### src/rtl/idqc_pkg.sv
`default_nettype none
// ----------------------------------------------------------------------------
// IPv4 dotted-quad checker package
// Shared widths, types and character constants for the checker modules.
// ----------------------------------------------------------------------------
package idqc_pkg;

  localparam int CHAR_W  = 8;
  localparam int LEN_W   = 8;
  localparam int SECT_W  = 3;
  localparam int DIGIT_W = 3;
  localparam int VALUE_W = 10;

  typedef logic [CHAR_W-1:0]  char_t;
  typedef logic [LEN_W-1:0]   len_t;
  typedef logic [SECT_W-1:0]  sect_t;
  typedef logic [DIGIT_W-1:0] digit_t;
  typedef logic [VALUE_W-1:0] value_t;

  localparam char_t  CHAR_TERM          = 8'h00;
  localparam char_t  CHAR_ZERO          = 8'h30;
  localparam char_t  CHAR_NINE          = 8'h39;
  localparam char_t  CHAR_DOT           = 8'h2E;
  localparam len_t   MAX_LEN_RESET      = 8'd15;
  localparam len_t   COUNT_LIMIT        = 8'd255;
  localparam value_t SECTION_MAX_VALUE  = 10'd255;
  localparam digit_t SECTION_MAX_DIGITS = 3'd3;
  localparam sect_t  SECTIONS_REQUIRED  = 3'd4;

  // Character held in the input register, handed to the scanner.
  typedef struct packed {
    logic  valid;
    char_t ch;
  } stage_t;

endpackage
`default_nettype wire

### src/rtl/idqc_channels.sv
`default_nettype none


interface idqc_result_if;
  logic valid;
  logic ready;
  logic address_valid;
  modport source (output valid, output address_valid, input ready);
  modport sink (input valid, input address_valid, output ready);
endinterface

`default_nettype wire

### src/rtl/idqc_scan.sv
`default_nettype none
// ----------------------------------------------------------------------------
// IPv4 dotted-quad checker scanner
// Updates the scan state for each character and registers the verdict.
// ----------------------------------------------------------------------------
module idqc_scan (
  input  wire logic             clk,
  input  wire logic             rst,
  input  wire idqc_pkg::stage_t stage,
  input  wire idqc_pkg::len_t   max_text_length,
  output logic                  take,
  idqc_result_if.source         verdict
);
  import idqc_pkg::*;

  len_t   char_count;
  sect_t  section_count;
  digit_t digit_count;
  value_t section_value;
  logic   failed;
  logic   out_valid;
  logic   address_valid;

  len_t   char_count_next;
  sect_t  section_count_next;
  digit_t digit_count_next;
  value_t section_value_next;
  logic   failed_next;
  logic   fire;
  logic   ok;
  logic   is_term;
  logic   is_digit;
  value_t digit_value;

  assign is_term     = (stage.ch == CHAR_TERM);
  assign is_digit    = (stage.ch inside {[CHAR_ZERO:CHAR_NINE]});
  assign digit_value = value_t'(stage.ch - CHAR_ZERO);
  assign take        = !is_term || !out_valid || verdict.ready;

  assign ok = !failed && (digit_count != '0) && (section_value <= SECTION_MAX_VALUE)
           && (section_count == SECTIONS_REQUIRED - 3'd1)
           && (char_count <= max_text_length);

  always_comb begin
    char_count_next    = char_count;
    section_count_next = section_count;
    digit_count_next   = digit_count;
    section_value_next = section_value;
    failed_next        = failed;
    fire               = 1'b0;
    if (stage.valid && take) begin
      if (is_term) begin
        fire               = 1'b1;
        char_count_next    = '0;
        section_count_next = '0;
        digit_count_next   = '0;
        section_value_next = '0;
        failed_next        = 1'b0;
      end else if (!failed) begin
        if (char_count == COUNT_LIMIT) begin
          failed_next = 1'b1;
        end else begin
          char_count_next = char_count + 8'd1;
          if (is_digit) begin
            if (digit_count >= SECTION_MAX_DIGITS) begin
              failed_next = 1'b1;
            end else begin
              digit_count_next   = digit_count + 3'd1;
              section_value_next = (section_value << 3) + (section_value << 1) + digit_value;
            end
          end else if (stage.ch == CHAR_DOT) begin
            if ((digit_count == '0) || (section_value > SECTION_MAX_VALUE)
                || (section_count >= SECTIONS_REQUIRED - 3'd1)) begin
              failed_next = 1'b1;
            end else begin
              section_count_next = section_count + 3'd1;
              digit_count_next   = '0;
              section_value_next = '0;
            end
          end else begin
            failed_next = 1'b1;
          end
        end
      end
    end
  end

  always_ff @(posedge clk) begin
    if (rst) begin
      char_count    <= '0;
      section_count <= '0;
      digit_count   <= '0;
      section_value <= '0;
      failed        <= 1'b0;
      out_valid     <= 1'b0;
    end else begin
      char_count    <= char_count_next;
      section_count <= section_count_next;
      digit_count   <= digit_count_next;
      section_value <= section_value_next;
      failed        <= failed_next;
      if (fire) begin
        out_valid <= 1'b1;
      end else if (verdict.ready) begin
        out_valid <= 1'b0;
      end
    end
  end

  always_ff @(posedge clk) begin
    if (fire) begin
      address_valid <= ok;
    end
  end

  assign verdict.valid         = out_valid;
  assign verdict.address_valid = address_valid;

endmodule
`default_nettype wire

### src/flat_wrapper.sv
// flat-port wrapper written by rule: the top's interface ports become plain ports
module idqc_scan_flat import idqc_pkg::*;
  (clk, rst, stage, max_text_length, take, verdict_valid, verdict_address_valid, verdict_ready);
  idqc_result_if verdict_i ();
  input  wire logic clk;
  input  wire logic rst;
  input  wire idqc_pkg::stage_t stage;
  input  wire idqc_pkg::len_t max_text_length;
  output logic take;
  output wire logic [$bits(verdict_i.valid)-1:0] verdict_valid;
  output wire logic [$bits(verdict_i.address_valid)-1:0] verdict_address_valid;
  input wire logic [$bits(verdict_i.ready)-1:0] verdict_ready;
  assign verdict_valid = verdict_i.valid;
  assign verdict_address_valid = verdict_i.address_valid;
  assign verdict_i.ready = verdict_ready;
  idqc_scan u_core (.clk(clk), .rst(rst), .stage(stage), .max_text_length(max_text_length), .take(take), .verdict(verdict_i));
endmodule
### config.mk
export PLATFORM = sky130hd
export DESIGN_NAME = idqc_scan_flat
export DESIGN_NICKNAME = d
export VERILOG_FILES = /design/src/rtl/idqc_pkg.sv /design/src/rtl/idqc_channels.sv /design/src/rtl/idqc_scan.sv /design/src/flat_wrapper.sv
export SDC_FILE = /design/constraint.sdc
export NUM_CORES = 1
export LEC_CHECK = 0
export ABC_AREA = 1
export BUFFER_PORTS_ARGS = -buffer_cell sky130_fd_sc_hd__buf_2
export CORE_MARGIN = 5
export CORE_UTILIZATION = 56
export CTS_BUF_LIST = sky130_fd_sc_hd__clkbuf_4 sky130_fd_sc_hd__clkbuf_8
export CTS_CLUSTER_DIAMETER = 40
export DETAILED_ROUTE_END_ITERATION = 6
export GPL_TIMING_DRIVEN = 0
export HOLD_SLACK_MARGIN = 0.03
export PLACE_DENSITY = 0.88
export SYNTH_ARGS = -nofsm -noshare
export SYNTH_HDL_FRONTEND = slang
export SYNTH_SLANG_ARGS = --single-unit
### constraint.sdc
create_clock -name clk -period 2.5 [get_ports clk]
set_clock_uncertainty 0.1 [all_clocks]
set_input_delay 0.25 -clock clk [delete_from_list [all_inputs] [get_ports clk]]
set_output_delay 0.25 -clock clk [all_outputs]
set_load 0.1 [all_outputs]
==> impl_metrics.ini <==
[timing]
slew_headroom = 0.674
hold_viol = 0
finalSetupViolCount = 0
period_share = 0.935
whs_ps = 173
drv_slew = 0
fin_setup_tns_ps = 0
period_needed_ps = 2340
worst_slew_pin_slew_ps = 489
fin_ws_ps = 163
fmax_ghz = 0.428

[cts]
clock_latency_ps = 270
cts_tree = yes
clkSinkCount = 27
post_cts_buffers = 0
clk_pin_slew_ps = 100
cts_buffers = 3
cts_repair_resize_count = 0
cts-hold-fix-buffers = 0
ctsRootBufferMaster = clkbuf_8
cts_buffer_depth = 2
h-tree-depth = 1

[synth]
synth_area_leader_cell = dfxtp_1
ys_seq_area_frac = 0.231
synth_enable_flop_cells = 1
yosysMostFrequentCell = nand2_1
netlist_instances = 343
async_flop_share = 0
synth_area_leaders = dfxtp_1, ha_1, nand2_1, inv_1, a21oi_1
yosys_warnings = 0
yosys-top-cells-count = nand2_1, inv_1, nor2_1, a21oi_1
synthFlopType = dfxtp_1
postSynthAreaPerCell_um2 = 6.96
ys_seq_elements = 27
syn_area_um2 = 2390
synth_fp_nets = 396
synth_top_cell_area_share = 0.218
yosys.cell_types.count = 35

[final_layout]
final_area_um2 = 2650
multi_input_area_um2 = 1590
nFillCells = 330
drive_gt1_frac = 0.177
stdcell_count = 418
area_delta_synth_final_pct = 10.8
fin_nets = 422
diodes = 0
seq_area_um2 = 556
finalCoreUtilization = 0.652

[floorplanning]
die_w_um = 75.3
io_pins = 23
row_count = 23
initial_core_util = 0.588
core-area_um2 = 4060
die-area_um2 = 5670
die_h_um = 75.3

[route]
vias_per_cell = 5.46
wl_per_cell_um = 13.2
wirelength_um = 5530
vias = 2284
antenna_left = 0
firstDrtPassIters = 5
first_iter_violations = 193
drc_errors = 0

[global_routing]
grt_overflow = 0
grt_pass1_wl_um = 9270
grt_pass1_vias = 2251
grt_max_degree = 17
antenna_found_initial = 0
grt.total_usage = 0.208

[setup_path]
required_ps = 2610
crit_path_start_kind = flip-flop
end_kind = flip-flop
path_max_fanout = 5
critPathKind = flip-flop to flip-flop
cp.arrival_ps = 2450

[placement]
place_inst = 414
placed_area_um2 = 2560
post-place-ws_ps = -219
gp_congestion = 0.844
portBuffers = 21
place_hpwl_um = 4390

[pwr]
p_per_area_nw_per_um2 = 335
p_leak_nw = 1.28
total_power_uw = 886
max-vdd-ir-drop_v = 0.000242

[flow_run]
cap_violations = 0

[outcome]
status = finished, final reports clean

[hold_path]
min_path_type = primary input to flip-flop
per-layer routing:
metal	GRT usage	vias to the layer above	wire, µm
met5	0	-	0
met4	0.0816	0	125
met3	0.0383	16	275
met2	0.376	69	2820
met1	0.241	1069	2310
li1	-	1130	-
cells by family (layout without fill, tap and decap cells):
kind of cell,Yosys count,in the layout,synth area share
AO/OA/AOI/OAI,45,45,0.103
XOR/XNOR,7,7,0.0257
adder cells (fa/ha/maj),33,33,0.195
buffers and inverters,72,97,0.118
flip-flops,27,27,0.231
AND/OR/NAND/NOR,159,159,0.327
worst max-delay path, cell delays in order (launching register included):
cell and delay [ps]:
dfxtp_1 340, inv_1 100, fa_1 540, inv_1 40, ha_1 360, nand2_1 60, or2_2 290, nand3_1 90
xor2_1 170, nand2_1 70, a21oi_1 110
layout by cell type, fill, tap and decap left out, types with 8 or more instances in the layout:
cell     instances
nand2_1         72
inv_1           62
nor2_1          31
a21oi_1         27
ha_1            23
buf_2           22
dfxtp_1         22
nand3_1         16
nand4_1         11
o21ai_0          8
where the power goes:
part / total [mW] / switching, mW / internal, mW
combinational: 0.190 / 0.118 / 0.0714
clock: 0.253 / 0.139 / 0.114
sequential: 0.443 / 0.00536 / 0.438
total: 0.886 / 0.263 / 0.623
sequential cells by signal, indices dropped and copies added (netlist names):
signal                        flops
u_core.section_value             10
u_core.section_count              3
u_core.digit_count                3
u_core.verdict.address_valid      1
u_core.char_count                 8
u_core.failed                     1
u_core.verdict.valid              1
path summary, 6_finish.rpt:
check                               start                 endpoint  slack (ps)  cells after the start
setup / recovery  u_core.section_value[4]  u_core.section_value[8]         160                     10
hold / removal              verdict_ready     u_core.verdict.valid         170                      4
setup reg to reg  u_core.section_value[4]  u_core.section_value[8]         160                     10
hold reg to reg     u_core.digit_count[2]    u_core.digit_count[2]         370                      2
cell type report:
cell class                      count  area share
Tap cell                           50      0.0237
Inverter                           67      0.0951
Buffer                              5      0.0118
Multi-Input combinational cell    244       0.602
Clock inverter                      1     0.00237
Clock buffer                        3      0.0156
Timing Repair Buffer               21      0.0397
Sequential cell                    27       0.210
No activity file was read; power rests on OpenSTA's default activity.
